<file path="src/rtl/drt_pkg.sv">
// ============================================================================
// drt_pkg - shared types and constants of the dirty range tracker
// Table depth, entry and token records that travel along the cell chain.
// ============================================================================
`default_nettype none

package drt_pkg;

  localparam int TABLE_DEPTH = 16;

  localparam int OFF_W  = 16;
  localparam int SIZE_W = 16;
  localparam int MSIZE_W = 17;

  // Wait counter of the record pass: counts the cycles after cell 0.
  localparam int CNT_W = (TABLE_DEPTH > 2) ? $clog2(TABLE_DEPTH - 1) : 1;
  localparam logic [CNT_W-1:0] CNT_LAST = CNT_W'(TABLE_DEPTH - 2);

  // One held range.
  typedef struct packed {
    logic              vld;
    logic [OFF_W-1:0]  off;
    logic [SIZE_W-1:0] size;
  } entry_t;

  // A range that walks down the chain looking for its slot.
  typedef struct packed {
    logic              vld;
    logic              ins;   // may take a free or displaced slot
    logic [OFF_W-1:0]  off;
    logic [SIZE_W-1:0] size;
  } tok_t;

endpackage

`default_nettype wire

</file>
<file path="src/rtl/drt_in_if.sv">
// ============================================================================
// drt_in_if - input channel of the dirty range tracker
// Valid/ready channel carrying one record or flush item.
// ============================================================================
`default_nettype none

interface drt_in_if;
  logic        valid;
  logic        ready;
  logic        action;
  logic [15:0] range_offset;
  logic [15:0] range_size;

  modport source (output valid, output action, output range_offset,
                  output range_size, input ready);
  modport sink   (input valid, input action, input range_offset,
                  input range_size, output ready);
endinterface

`default_nettype wire

</file>
<file path="src/rtl/drt_out_if.sv">
// ============================================================================
// drt_out_if - result channel of the dirty range tracker
// Valid/ready channel carrying one merged range.
// ============================================================================
`default_nettype none

interface drt_out_if;
  logic        valid;
  logic        ready;
  logic [15:0] merged_offset;
  logic [16:0] merged_size;
  logic        is_empty;
  logic        is_last;

  modport source (output valid, output merged_offset, output merged_size,
                  output is_empty, output is_last, input ready);
  modport sink   (input valid, input merged_offset, input merged_size,
                  input is_empty, input is_last, output ready);
endinterface

`default_nettype wire

</file>
<file path="src/rtl/drt_cell.sv">
// ============================================================================
// drt_cell - one slot of the sorted range chain
// Holds one entry; inserts, overwrites or forwards the passing token and
// shifts its entry toward the head during a flush.
// ============================================================================
`default_nettype none

module drt_cell (
  input  wire logic            clk_i,
  input  wire logic            rst_ni,
  input  wire logic            shift_i,
  input  wire drt_pkg::tok_t   tok_i,
  input  wire drt_pkg::entry_t nbr_i,
  output drt_pkg::tok_t        tok_o,
  output drt_pkg::entry_t      ent_o
);
  import drt_pkg::*;

  entry_t ent_q, ent_d;
  tok_t   tok_q, tok_d;

  always_comb begin
    ent_d = ent_q;
    tok_d = '0;
    if (shift_i) begin
      ent_d = nbr_i;
    end else if (tok_i.vld) begin
      if (ent_q.vld && ent_q.off == tok_i.off) begin
        // same offset: replace size, token ends here
        ent_d.size = tok_i.size;
      end else if (ent_q.vld && ent_q.off > tok_i.off && tok_i.ins) begin
        // take the token, push the old entry on
        ent_d = '{vld: 1'b1, off: tok_i.off, size: tok_i.size};
        tok_d = '{vld: 1'b1, ins: 1'b1, off: ent_q.off, size: ent_q.size};
      end else if (!ent_q.vld && tok_i.ins) begin
        ent_d = '{vld: 1'b1, off: tok_i.off, size: tok_i.size};
      end else begin
        tok_d = tok_i;
      end
    end
  end

  always_ff @(posedge clk_i or negedge rst_ni) begin
    if (!rst_ni) begin
      ent_q <= '0;
      tok_q <= '0;
    end else begin
      ent_q <= ent_d;
      tok_q <= tok_d;
    end
  end

  assign tok_o = tok_q;
  assign ent_o = ent_q;

endmodule

`default_nettype wire

</file>
<file path="src/rtl/drt_merge.sv">
// ============================================================================
// drt_merge - interval union at the head of the chain
// Folds sorted entries into merged ranges and drives the result register.
// ============================================================================
`default_nettype none

module drt_merge (
  input  wire logic            clk_i,
  input  wire logic            rst_ni,
  input  wire logic            active_i,
  input  wire drt_pkg::entry_t head_i,
  output logic                 adv_o,
  output logic                 done_o,
  drt_out_if.source            out_o
);
  import drt_pkg::*;

  logic               have_q, have_d;
  logic [OFF_W-1:0]   start_q, start_d;
  logic [MSIZE_W-1:0] end_q, end_d;
  logic               vld_q, vld_d;
  logic [OFF_W-1:0]   roff_q, roff_d;
  logic [MSIZE_W-1:0] rsize_q, rsize_d;
  logic               remp_q, remp_d;
  logic               rlast_q, rlast_d;

  logic               slot_free;
  logic [MSIZE_W-1:0] head_end;
  logic               gap;

  assign slot_free = !vld_q || out_o.ready;
  assign head_end  = MSIZE_W'(head_i.off) + MSIZE_W'(head_i.size);
  assign gap       = have_q && (MSIZE_W'(head_i.off) > end_q);

  always_comb begin
    have_d  = have_q;
    start_d = start_q;
    end_d   = end_q;
    vld_d   = vld_q && !out_o.ready;
    roff_d  = roff_q;
    rsize_d = rsize_q;
    remp_d  = remp_q;
    rlast_d = rlast_q;
    adv_o   = 1'b0;
    done_o  = 1'b0;
    if (active_i) begin
      if (!head_i.vld) begin
        // chain drained: close the flush
        if (slot_free) begin
          done_o  = 1'b1;
          vld_d   = 1'b1;
          roff_d  = have_q ? start_q : '0;
          rsize_d = have_q ? (end_q - MSIZE_W'(start_q)) : '0;
          remp_d  = !have_q;
          rlast_d = 1'b1;
          have_d  = 1'b0;
        end
      end else if (gap) begin
        if (slot_free) begin
          adv_o   = 1'b1;
          vld_d   = 1'b1;
          roff_d  = start_q;
          rsize_d = end_q - MSIZE_W'(start_q);
          remp_d  = 1'b0;
          rlast_d = 1'b0;
          start_d = head_i.off;
          end_d   = head_end;
        end
      end else begin
        adv_o  = 1'b1;
        have_d = 1'b1;
        if (!have_q) begin
          start_d = head_i.off;
          end_d   = head_end;
        end else if (head_end > end_q) begin
          end_d = head_end;
        end
      end
    end
  end

  always_ff @(posedge clk_i or negedge rst_ni) begin
    if (!rst_ni) begin
      have_q <= 1'b0;
      vld_q  <= 1'b0;
    end else begin
      have_q <= have_d;
      vld_q  <= vld_d;
    end
  end

  always_ff @(posedge clk_i) begin
    start_q <= start_d;
    end_q   <= end_d;
    roff_q  <= roff_d;
    rsize_q <= rsize_d;
    remp_q  <= remp_d;
    rlast_q <= rlast_d;
  end

  assign out_o.valid         = vld_q;
  assign out_o.merged_offset = roff_q;
  assign out_o.merged_size   = rsize_q;
  assign out_o.is_empty      = remp_q;
  assign out_o.is_last       = rlast_q;

endmodule

`default_nettype wire

</file>
<file path="src/rtl/dirty_range_tracker_merge.sv">
// ============================================================================
// dirty_range_tracker_merge - dirty byte range tracker with interval merge
// Sorted chain of range cells with a merge unit at its head.
// ============================================================================
//
// Ranges are held in a chain of TABLE_DEPTH cells kept sorted by offset.
// A record item enters cell 0 as a token that walks one cell per cycle: it
// overwrites the size of a cell with the same offset, takes the first free
// cell, or displaces a larger offset which walks on in its place. When the
// last cell is occupied the table is full and a new offset is dropped, but
// a matching offset still gets its size replaced. A record item holds off
// new items until its token has cleared the chain; it gives no result. A
// flush item shifts the chain toward the merge unit one entry per cycle,
// stalling while a finished union waits for the result channel; the merge
// unit folds overlapping or touching ranges and emits each union. A flush
// leaves the chain empty. A flush of an empty table gives one result with
// is_empty and is_last set. Results sit in an output register, so the next
// item is taken while the final result of a flush still waits.
// ============================================================================
`default_nettype none

module dirty_range_tracker_merge (
  input  wire logic clk_i,
  input  wire logic rst_ni,
  drt_in_if.sink    in_i,
  drt_out_if.source out_o
);
  import drt_pkg::*;

  localparam logic [1:0] ST_IDLE   = 2'd0;
  localparam logic [1:0] ST_RECORD = 2'd1;
  localparam logic [1:0] ST_FLUSH  = 2'd2;

  logic [1:0]       state_q, state_d;
  logic [CNT_W-1:0] cnt_q, cnt_d;

  entry_t ent [TABLE_DEPTH+1];
  tok_t   tok [TABLE_DEPTH+1];

  logic in_acc;
  logic shift;
  logic done;
  logic full;

  assign in_i.ready = (state_q == ST_IDLE);
  assign in_acc     = in_i.valid && in_i.ready;
  assign full       = ent[TABLE_DEPTH-1].vld;

  // Inject a record token into the head cell on acceptance.
  assign tok[0] = '{vld:  in_acc && !in_i.action,
                    ins:  !full,
                    off:  in_i.range_offset,
                    size: in_i.range_size};

  // Nothing shifts in past the tail.
  assign ent[TABLE_DEPTH] = '0;

  for (genvar i = 0; i < TABLE_DEPTH; i++) begin : g_cell
    drt_cell u_cell (
      .clk_i   (clk_i),
      .rst_ni  (rst_ni),
      .shift_i (shift),
      .tok_i   (tok[i]),
      .nbr_i   (ent[i+1]),
      .tok_o   (tok[i+1]),
      .ent_o   (ent[i])
    );
  end

  drt_merge u_merge (
    .clk_i    (clk_i),
    .rst_ni   (rst_ni),
    .active_i (state_q == ST_FLUSH),
    .head_i   (ent[0]),
    .adv_o    (shift),
    .done_o   (done),
    .out_o    (out_o)
  );

  // Sequencer: hold off new items while a token walks or a flush drains.
  always_comb begin
    state_d = state_q;
    cnt_d   = cnt_q;
    case (state_q)
      ST_IDLE: begin
        if (in_acc) begin
          if (in_i.action) begin
            state_d = ST_FLUSH;
          end else if (TABLE_DEPTH > 1) begin
            state_d = ST_RECORD;
            cnt_d   = '0;
          end
        end
      end
      ST_RECORD: begin
        if (cnt_q == CNT_LAST) begin
          state_d = ST_IDLE;
        end else begin
          cnt_d = cnt_q + CNT_W'(1);
        end
      end
      ST_FLUSH: begin
        if (done) begin
          state_d = ST_IDLE;
        end
      end
      default: begin
        state_d = ST_IDLE;
      end
    endcase
  end

  always_ff @(posedge clk_i or negedge rst_ni) begin
    if (!rst_ni) begin
      state_q <= ST_IDLE;
      cnt_q   <= '0;
    end else begin
      state_q <= state_d;
      cnt_q   <= cnt_d;
    end
  end

  // The last cell's token only carries a dropped range; nothing reads it.
  logic unused_tail;
  assign unused_tail = ^tok[TABLE_DEPTH];

endmodule

`default_nettype wire

</file>
<file path="src/flat_wrapper.sv">
// flat-port wrapper written by rule: the top's interface ports become plain ports
module dirty_range_tracker_merge_flat import drt_pkg::*;
  (clk_i, rst_ni, in_i_valid, in_i_action, in_i_range_offset, in_i_range_size, in_i_ready, out_o_valid, out_o_merged_offset, out_o_merged_size, out_o_is_empty, out_o_is_last, out_o_ready);
  drt_in_if in_i_i ();
  drt_out_if out_o_i ();
  input  wire logic clk_i;
  input  wire logic rst_ni;
  input wire logic [$bits(in_i_i.valid)-1:0] in_i_valid;
  input wire logic [$bits(in_i_i.action)-1:0] in_i_action;
  input wire logic [$bits(in_i_i.range_offset)-1:0] in_i_range_offset;
  input wire logic [$bits(in_i_i.range_size)-1:0] in_i_range_size;
  output wire logic [$bits(in_i_i.ready)-1:0] in_i_ready;
  output wire logic [$bits(out_o_i.valid)-1:0] out_o_valid;
  output wire logic [$bits(out_o_i.merged_offset)-1:0] out_o_merged_offset;
  output wire logic [$bits(out_o_i.merged_size)-1:0] out_o_merged_size;
  output wire logic [$bits(out_o_i.is_empty)-1:0] out_o_is_empty;
  output wire logic [$bits(out_o_i.is_last)-1:0] out_o_is_last;
  input wire logic [$bits(out_o_i.ready)-1:0] out_o_ready;
  assign in_i_i.valid = in_i_valid;
  assign in_i_i.action = in_i_action;
  assign in_i_i.range_offset = in_i_range_offset;
  assign in_i_i.range_size = in_i_range_size;
  assign in_i_ready = in_i_i.ready;
  assign out_o_valid = out_o_i.valid;
  assign out_o_merged_offset = out_o_i.merged_offset;
  assign out_o_merged_size = out_o_i.merged_size;
  assign out_o_is_empty = out_o_i.is_empty;
  assign out_o_is_last = out_o_i.is_last;
  assign out_o_i.ready = out_o_ready;
  dirty_range_tracker_merge u_core (.clk_i(clk_i), .rst_ni(rst_ni), .in_i(in_i_i), .out_o(out_o_i));
endmodule
</file>
<file path="config.mk">
export PLATFORM = sky130hd
export DESIGN_NAME = dirty_range_tracker_merge_flat
export DESIGN_NICKNAME = d
export VERILOG_FILES = /design/src/rtl/drt_pkg.sv /design/src/rtl/drt_in_if.sv /design/src/rtl/drt_out_if.sv /design/src/rtl/drt_cell.sv /design/src/rtl/drt_merge.sv /design/src/rtl/dirty_range_tracker_merge.sv /design/src/flat_wrapper.sv
export SDC_FILE = /design/constraint.sdc
export NUM_CORES = 2
export LEC_CHECK = 0
export BUFFER_PORTS_ARGS = -buffer_cell sky130_fd_sc_hd__buf_2
export CAP_MARGIN = 20
export CORE_ASPECT_RATIO = 2
export CORE_UTILIZATION = 58
export CTS_CLUSTER_DIAMETER = 50
export CTS_CLUSTER_SIZE = 12
export DETAILED_ROUTE_END_ITERATION = 8
export PLACE_DENSITY = 0.77
export SETUP_SLACK_MARGIN = 0.15
export SYNTH_ARGS = -nofsm -noshare
export SYNTH_HDL_FRONTEND = slang
export SYNTH_SLANG_ARGS = --single-unit
export TNS_END_PERCENT = 1
</file>
<file path="constraint.sdc">
create_clock -name clk_i -period 4.3 [get_ports clk_i]
set_input_delay 0.215 -clock clk_i [delete_from_list [all_inputs] [get_ports clk_i]]
set_output_delay 0.215 -clock clk_i [all_outputs]
set_load 0.01 [all_outputs]
</file>
Word level (Yosys, flattened, before mapping)

Cells that the tools add are included.

Add/subtract/negate cells: 3
Multiply operators: 0
Div/mod/pow operators: 0
Order comparisons: 18
Equality and inequality tests: 45
Shift-type cells: 0
Mux-type cells: 215
Bitwise logic cells: 0
Reductions and logical operators: 178

Operators with widths:

| cell                                           | number |
|---|---|
| two-way mux 34 bit                             | 75 |
| two-way mux 33 bit                             | 64 |
| two-way mux 17 bit                             | 25 |
| two-way mux 16 bit                             | 24 |
| == test 16 bit                                 | 16 |
| > comparator 16 bit                            | 16 |
| logical AND 1 bit                              | 68 |
| nonzero test 4 bit                             | 16 |
| AND reduction 3 bit                            | 18 |
| nonzero test 3 bit                             | 16 |
| != test 2 x 1 -> 1 bit (second input constant) | 18 |
| nonzero test 2 bit                             | 18 |
| AND reduction 2 bit                            | 16 |
| logical NOT 1 bit                              | 20 |
| two-way mux 1 bit                              | 18 |
| adder 16 x 16 -> 17 bit                        | 1 |
| > comparator 16 x 17 -> 1 bit                  | 1 |
| > comparator 17 bit                            | 1 |
| subtractor 17 x 16 -> 17 bit                   | 1 |
| AND reduction 4 bit                            | 4 |
| != test 2 bit (second input constant)          | 7 |
| two-way mux 4 bit                              | 3 |
| two-way mux 2 bit                              | 4 |
| case mux 4 bit (2 select lines)                | 1 |
| 8 further kinds                                | 8 |

Flip-flop bits (word level): 1114
Latch bits: 0
Bits in writable memories: 0
ROM bits: 0
Bits of input ports: 37
Output and inout bits: 37
Logic and storage cells: 577
Memories kept: 0

Depth between registers and ports, before layout

Word-level depth: 8
Mapped depth: 16
Gate-level depth less buffers: 16

Modules after synthesis

Synthesis repeated with hierarchy kept, for this count alone.

Cells, all modules: 6198
Area, all modules: 62581.3 um^2

Modules (own cells, without submodules):

| module                                 | times used | cells an instance | area each (um^2) | sequential area each (um^2) |
|---|---|---|---|---|
| drt_cell (u_core.g_cell[2].u_cell ...) | 8          | 378               | 3677.3           | 1676.6 |
| drt_cell (u_core.g_cell[0].u_cell ...) | 8          | 341               | 3539.6           | 1676.6 |
| drt_merge                              | 1          | 412               | 4486.8           | 2092.0 |
| dirty_range_tracker_merge              | 1          | 34                | 359.1            | 150.1 |

Least setup slack after synthesis

OpenSTA, ideal clock, no wires.

Path kind: register to register
Start: register u_core.g_cell[0].u_cell.ent_q, in the netlist u_core.g_cell[0].u_cell.ent_o[16]
End: register u_core.u_merge.end_q[0], enable pin
Library setup time: 401 ps
Arrival time: 4014 ps
Required time: 3899 ps
Setup slack: -115 ps
Cell stages (with the launch flop): 16
Buffers on the path: 0
Clock period less this slack: 4415 ps
Path through: dfrtp_1 ha_1 fa_1 a21o_1 a21oi_1 o21ai_0 o22ai_1 a2bb2oi_1 nand2_1 a31o_2 ha_1 and4_1 nand2_1 o31ai_1 o41ai_1 a31oi_1

Cells in the longest elaborated chain, start to end: 4
Elaborated cells on any way between the ends: 7
Classes of those cells: add/sub: 1; order compare: 2; eq/ne: 2; reduce/logical: 2

Ends and longest elaborated chain:

| element                                 | line            | RTL |
|---|---|---|
| start: declaration                      | drt_cell.sv:19  | `entry_t ent_q, ent_d;` |
| start signal: assignment                | drt_cell.sv:48  | `ent_q <= ent_d;` |
| adder 16 x 16 -> 17 bit                 | drt_merge.sv:32 | `assign head_end = MSIZE_W'(head_i.off) + MSIZE_W'(head_i.size);` |
| via u_core.u_merge.head_end[16]         | drt_merge.sv:28 | `logic [MSIZE_W-1:0] head_end;` |
| > comparator 17 bit                     | drt_merge.sv:75 | `end else if (head_end > end_q) begin` |
| != test 3 x 1 -> 1 bit (no source line) | -               |  |
| AND reduction 4 bit (no source line)    | -               |  |
| end signal: assignment                  | drt_merge.sv:94 | `end_q <= end_d;` |
| end: declaration                        | drt_merge.sv:20 | `logic [MSIZE_W-1:0] end_q, end_d;` |

The timed path passes the listed nets, and every way through them passes these cells.
A chain may end at the register's enable or synchronous reset.

Final worst setup path

Start: register u_core.g_cell[0].u_cell.ent_q, in the netlist u_core.g_cell[0].u_cell.ent_o[1]
End: register u_core.u_merge.end_q[11], enable pin

Same word-level chain as after synthesis.

==> reports/results.md <==
| Group | Item | This run |
| --- | --- | --- |
| cts | Number of buffers created by CTS | 105 |
| cts | Clock root buffer master | sky130_fd_sc_hd__clkbuf_16 |
| layout | Post-layout net count | 6474 |
| timing | Number of max-slew violations in the final report | 0 |
| drt | Via count of the routed design | 45987 |
| setup path | Category of the critical setup timing path | reg2reg |
| floorplan | Die Height | 444 um |
| power and ir drop | Total power consumption of the routed design | 30.0 mW |
| timing | TNS Setup | 0 ns |
| drt | Post-route ant nets | 0 |
| yosys | Synthesized Nets | 6431 |
| yosys | Proportion of synthesized chip area in sequential cells | 0.497 |
| yosys | Cell variety after synth | 73 |
| floorplan | Starting density of the core | 0.584 |
| grt | Aggregate global-route resource usage | 0.328 |
| layout | Number of standard cells in the layout, taps in and fillers out | 7365 |
| timing | Unrepaired setup endpoints after global routing | true |
| cts | TritonCTS clock tree | built |
| drt | DR vias/cell | 6.24 |
| min path | Worst hold-check path type | in2async |
| yosys | Flip-flop and latch count after synthesis | 1114 |
| timing | Transition time at the pin with the least slew margin | 1.08 ns |
| yosys | Synth Flop Type | sky130_fd_sc_hd__dfrtp_1 |
| yosys | Number of synthesized flops with an enable pin | 68 |
| power and ir drop | Clock share of power | 0.288 |
| floorplan | Core area | 0.0973 mm^2 |
| floorplan | I/O pin cnt | 74 |
| setup path | Launch instance of the worst register-to-register path | u_core.g_cell[0].u_cell.ent_o[1] |
| drt | DRC Markers | 0 |
| timing | Maximum clock frequency | 246 MHz |
| power and ir drop | Switching power total | 10.3 mW |
| setup path | Minimum setup slack among reg-to-reg paths | 0.23 ns |
| cts | Total clock sinks | 1114 |
| power and ir drop | Sequential share of power | 0.449 |
| setup path | CP Data Required Time | 4.80 ns |
| drt | Final routed wirelength across all metal layers | 160000 um |
| setup path | Endpoint arrival time on the critical path | 4.57 ns |
| timing | Worst clock skew on the final layout | 0.0509 ns |
| flow run | Max-cap viol count | 0 |
| yosys | Xor-xnor portion of the synthesized cell area | 0.00386 |
| power and ir drop | Internal power component | 19.7 mW |
| cts | Number of buffers between clock root and the deepest sink | 3 |
| yosys | Post-Synthesis Mean Instance Area | 9.35 um^2 |
| yosys | Post-synthesis cell count | 6069 |
| timing | Minimum clock period | 4.07 ns |
| timing | Slew HR | 0.280 |
| setup path | Register-to-Register Path Depth | 19 |
| power and ir drop | Power density cells | 478 mW/mm^2 |
| yosys | Dominant combinational cell family by area after synthesis | simple AND/OR/NAND/NOR gates |
| layout | Register Area | 0.0282 mm^2 |
| drt | Starting DRC count in detailed routing | 3180 |
| placement | Number of port buffers | 73 |
| placement | HPWL after detailed placement | 118000 um |
| yosys | Async S/R FF share, synth | 0.939 |
| layout | Area taken by multi-input logic gates | 0.0258 mm^2 |
| grt | Via count of the first global-routing pass | 49164 |
| cts | Clock network latency to the later pin of the worst-skew pair | 0.77 ns |
| cts | Clock transition time at the flip-flop clock pins of the worst setup and hold paths | 0.07 ns |
| floorplan | Area of the die | 0.0992 mm^2 |
| setup path | Crit path from | u_core.g_cell[0].u_cell.ent_o[1] |
| yosys | Post-synth top area cell | sky130_fd_sc_hd__dfrtp_1 |
| setup path | Startpoint types | register |
| layout | Share of layout cells above drive strength 1 | 0.0760 |
| timing | Fin crit share | 0.946 |
| yosys | Cell Area, Synth | 0.0568 mm^2 |
| timing | Number of hold violations in the final report | 0 |
| drt | Average wire per cell in the routed design | 21.7 um |
| grt | Global-route wire length before repair | 255000 um |
| power and ir drop | Static leakage | 28.3 nW |
| placement | Final weighted congestion in routability-driven placement | 1.00 |
| grt | Largest net degree at the start of global routing | 118 |
| placement | Inst Count DP | 7191 |
| setup path | Endpoint type of the worst setup path | register |
| setup path | Capture point of the worst reg-to-reg path | u_core.u_merge.end_q[11] |
| timing | Slack of the critical path | 0.231 ns |
| drt | Detailed Routing Iterations Pass 1 | 8 |
| placement | Worst slack after detailed placement | -0.0574 ns |
| yosys | Synth area leaders | sky130_fd_sc_hd__dfrtp_1, sky130_fd_sc_hd__mux2i_1, sky130_fd_sc_hd__ha_1 |
| floorplan | Number of placement rows | 162 |
| grt | Overflow left after global routing | 0 |
| grt | Initial antenna violation count | 2 |
| setup path | Critical path capture point | u_core.u_merge.end_q[11] |
| layout | Layout overhead on the synthesized area | 10.5% |
| timing | Number of failing setup endpoints in the final timing report | 0 |
| yosys | Adder and majority cell fraction of the synthesized area | 0.0719 |
| yosys | Yosys synthesis warning count | 0 |
| yosys | Compound-gate portion of the synthesized area | 0.136 |
| setup path | Largest driver fanout on the critical path | 5 |
| layout | Final Core Density | 0.645 |
| outcome | Run status | completed |
| yosys | Multiplexer share of the synthesized area | 0.0793 |
| floorplan | Overall die width | 223 um |
| layout | Fill count | 7720 |
| cts | H-Tree Level Count | 3 |
| yosys | Fraction of post-synthesis cell area in the top cell type by area | 0.461 |
| power and ir drop | Sw frac | 0.343 |
| power and ir drop | Combinational cell fraction of total power | 0.263 |
| power and ir drop | Worst vdd ir | 585 uV |
| yosys | Post-Synth Simple-Gate Area | 0.160 |
[synth_stat cells, types with 9 or more instances]
cell type                      n
sky130_fd_sc_hd__a2111oi_0     9
sky130_fd_sc_hd__a211oi_1     28
sky130_fd_sc_hd__a21boi_0     15
sky130_fd_sc_hd__a21o_1       20
sky130_fd_sc_hd__a21oi_1     712
sky130_fd_sc_hd__a31oi_1      78
sky130_fd_sc_hd__and2_1       16
sky130_fd_sc_hd__and3_1       20
sky130_fd_sc_hd__buf_1        12
sky130_fd_sc_hd__buf_2       135
sky130_fd_sc_hd__buf_4         9
sky130_fd_sc_hd__clkbuf_1    235
sky130_fd_sc_hd__dfrtp_1    1046
sky130_fd_sc_hd__edfxtp_1     68
sky130_fd_sc_hd__ha_1        323
sky130_fd_sc_hd__inv_1       321
sky130_fd_sc_hd__mux2i_1     450
sky130_fd_sc_hd__nand2_1     959
sky130_fd_sc_hd__nand2b_1     31
sky130_fd_sc_hd__nand3_1     583
sky130_fd_sc_hd__nand4_1      70
sky130_fd_sc_hd__nor2_1      252
sky130_fd_sc_hd__nor2b_1      32
sky130_fd_sc_hd__nor3_1       22
sky130_fd_sc_hd__nor4_1       11
sky130_fd_sc_hd__o211ai_1     11
sky130_fd_sc_hd__o21a_1       21
sky130_fd_sc_hd__o21ai_0     378
sky130_fd_sc_hd__o21ai_1      41
sky130_fd_sc_hd__xnor2_1      16
sky130_fd_sc_hd__xor2_1        9
[cell usage in the layout, fill, tap and decap left out, types with 7 or more instances in the layout]
cell and n:
sky130_fd_sc_hd__a2111oi_0 7, sky130_fd_sc_hd__a211o_1 7, sky130_fd_sc_hd__a211oi_1 27, sky130_fd_sc_hd__a21boi_0 11, sky130_fd_sc_hd__a21o_1 20, sky130_fd_sc_hd__a21oi_1 709, sky130_fd_sc_hd__a31oi_1 77, sky130_fd_sc_hd__and2_1 16
sky130_fd_sc_hd__and3_1 20, sky130_fd_sc_hd__buf_12 54, sky130_fd_sc_hd__buf_2 72, sky130_fd_sc_hd__buf_4 164, sky130_fd_sc_hd__clkbuf_1 8, sky130_fd_sc_hd__clkbuf_16 105, sky130_fd_sc_hd__dfrtp_1 1046, sky130_fd_sc_hd__dlygate4sd3_1 38
sky130_fd_sc_hd__edfxtp_1 68, sky130_fd_sc_hd__ha_1 322, sky130_fd_sc_hd__inv_1 321, sky130_fd_sc_hd__mux2i_1 450, sky130_fd_sc_hd__nand2_1 958, sky130_fd_sc_hd__nand2b_1 31, sky130_fd_sc_hd__nand3_1 583, sky130_fd_sc_hd__nand4_1 70
sky130_fd_sc_hd__nor2_1 250, sky130_fd_sc_hd__nor2b_1 30, sky130_fd_sc_hd__nor3_1 22, sky130_fd_sc_hd__nor4_1 10, sky130_fd_sc_hd__o211ai_1 11, sky130_fd_sc_hd__o21a_1 21, sky130_fd_sc_hd__o21ai_0 375, sky130_fd_sc_hd__o21ai_1 42
sky130_fd_sc_hd__o21ai_2 7, sky130_fd_sc_hd__o21bai_1 8, sky130_fd_sc_hd__or4_1 8, sky130_fd_sc_hd__xnor2_1 16, sky130_fd_sc_hd__xor2_1 9
[layer usage]
| metal | vias to the layer above | routed length [um] | part of all wire | GRT usage |
|---|---|---|---|---|
| met5 | - | 10 | 0.000063 | 0 |
| met4 | 2 | 17100 | 0.11 | 0.338 |
| met3 | 769 | 5880 | 0.037 | 0.0473 |
| met2 | 1569 | 87600 | 0.55 | 0.617 |
| met1 | 22551 | 49400 | 0.31 | 0.283 |
| li1 | 21096 | - | - | - |
[critical path, stage by stage (launching register included)]
cell and delay, ns:
sky130_fd_sc_hd__dfrtp_1 0.41, sky130_fd_sc_hd__buf_4 0.15, sky130_fd_sc_hd__fa_2 0.38, sky130_fd_sc_hd__a21o_1 0.18, sky130_fd_sc_hd__a21oi_2 0.18, sky130_fd_sc_hd__o21ai_2 0.10, sky130_fd_sc_hd__o22ai_1 0.12, sky130_fd_sc_hd__buf_4 0.16
sky130_fd_sc_hd__a2bb2oi_2 0.14, sky130_fd_sc_hd__buf_4 0.14, sky130_fd_sc_hd__a21boi_0 0.09, sky130_fd_sc_hd__xor2_1 0.17, sky130_fd_sc_hd__ha_1 0.33, sky130_fd_sc_hd__a21o_1 0.16, sky130_fd_sc_hd__a21o_1 0.18, sky130_fd_sc_hd__a221oi_2 0.28
sky130_fd_sc_hd__o31ai_4 0.12, sky130_fd_sc_hd__o41ai_2 0.08, sky130_fd_sc_hd__a31oi_2 0.18, sky130_fd_sc_hd__buf_4 0.24
[cells by family (layout without fill, tap and decap cells)]
kind of cell             count (synthesis)  count (layout)
AO/OA/AOI/OAI                         1394            1394
flip-flops                            1114            1114
AND/OR/NAND/NOR                       2045            2045
adder cells (fa/ha/maj)                325             325
multiplexers                           450             450
other                                    0               1
XOR/XNOR                                25              25
buffers and inverters                  716             781
[cell type report]
| class | count | area share |
|---|---|---|
| Inverter | 321 | 0.0192 |
| Tap cell | 1230 | 0.0245 |
| Timing Repair Buffer | 331 | 0.0492 |
| Clock inverter | 13 | 0.00371 |
| Antenna cell | 1 | 0.0000399 |
| Multi-Input combinational cell | 4239 | 0.411 |
| Clock buffer | 116 | 0.0430 |
| Sequential cell | 1114 | 0.450 |
[stage by stage]
step	cell area, um^2	hold WS, ns
2_1_floorplan	56800	-0.0806
3_3_place_gp	59300	0.336
6_report	62700	0.121
3_5_place_dp	59300	0.345
4_1_cts	62600	0.173
5_1_grt	62700	0.182
[flip-flops by register name (all words and copies together), names as in the netlist]
name	flops
u_core.g_cell.u_cell.ent_o	528
u_core.g_cell.u_cell.tok_o	510
u_core.u_merge.end_q	17
u_core.u_merge.out_o.merged_size	17
u_core.u_merge.out_o.merged_offset	16
u_core.u_merge.start_q	16
u_core.cnt_q	4
u_core.state_q	2
u_core.u_merge.have_q	1
u_core.u_merge.out_o.is_empty	1
u_core.u_merge.out_o.is_last	1
u_core.u_merge.out_o.valid	1
[timing repair]
| action | CTS | global route |
|---|---|---|
| endpoints found under the setup margin | 17 | 17 |
| resized for setup | 7 | 17 |
| setup buffers | 1 | 4 |
| hold buffers | 38 | 0 |
| pin swaps | 6 | 12 |
| hold endpoints to repair | 159 | 0 |
[power groups by stage]
stage	logic [mW]	clock network, mW	registers, mW
finish	7.88	8.64	13.5
global route	8.66	9.11	13.6
CTS	7.65	8.76	13.4
detailed placement	7.53	0	13.6
global placement	7.36	0	13.5
floorplan	4.79	0	13.1
[worst min-delay path by stage]
stage | end | slack, ns
CTS | u_core.g_cell[14].u_cell.ent_o[23] | 0.17
finish | u_core.g_cell[14].u_cell.ent_o[23] | 0.12
floorplan | u_core.cnt_q[0] | -0.08
global route | u_core.g_cell[14].u_cell.ent_o[23] | 0.18
detailed placement | u_core.g_cell[14].u_cell.ent_o[23] | 0.35
global placement | u_core.g_cell[12].u_cell.ent_o[21] | 0.34
(Power assumes the default switching activity.)
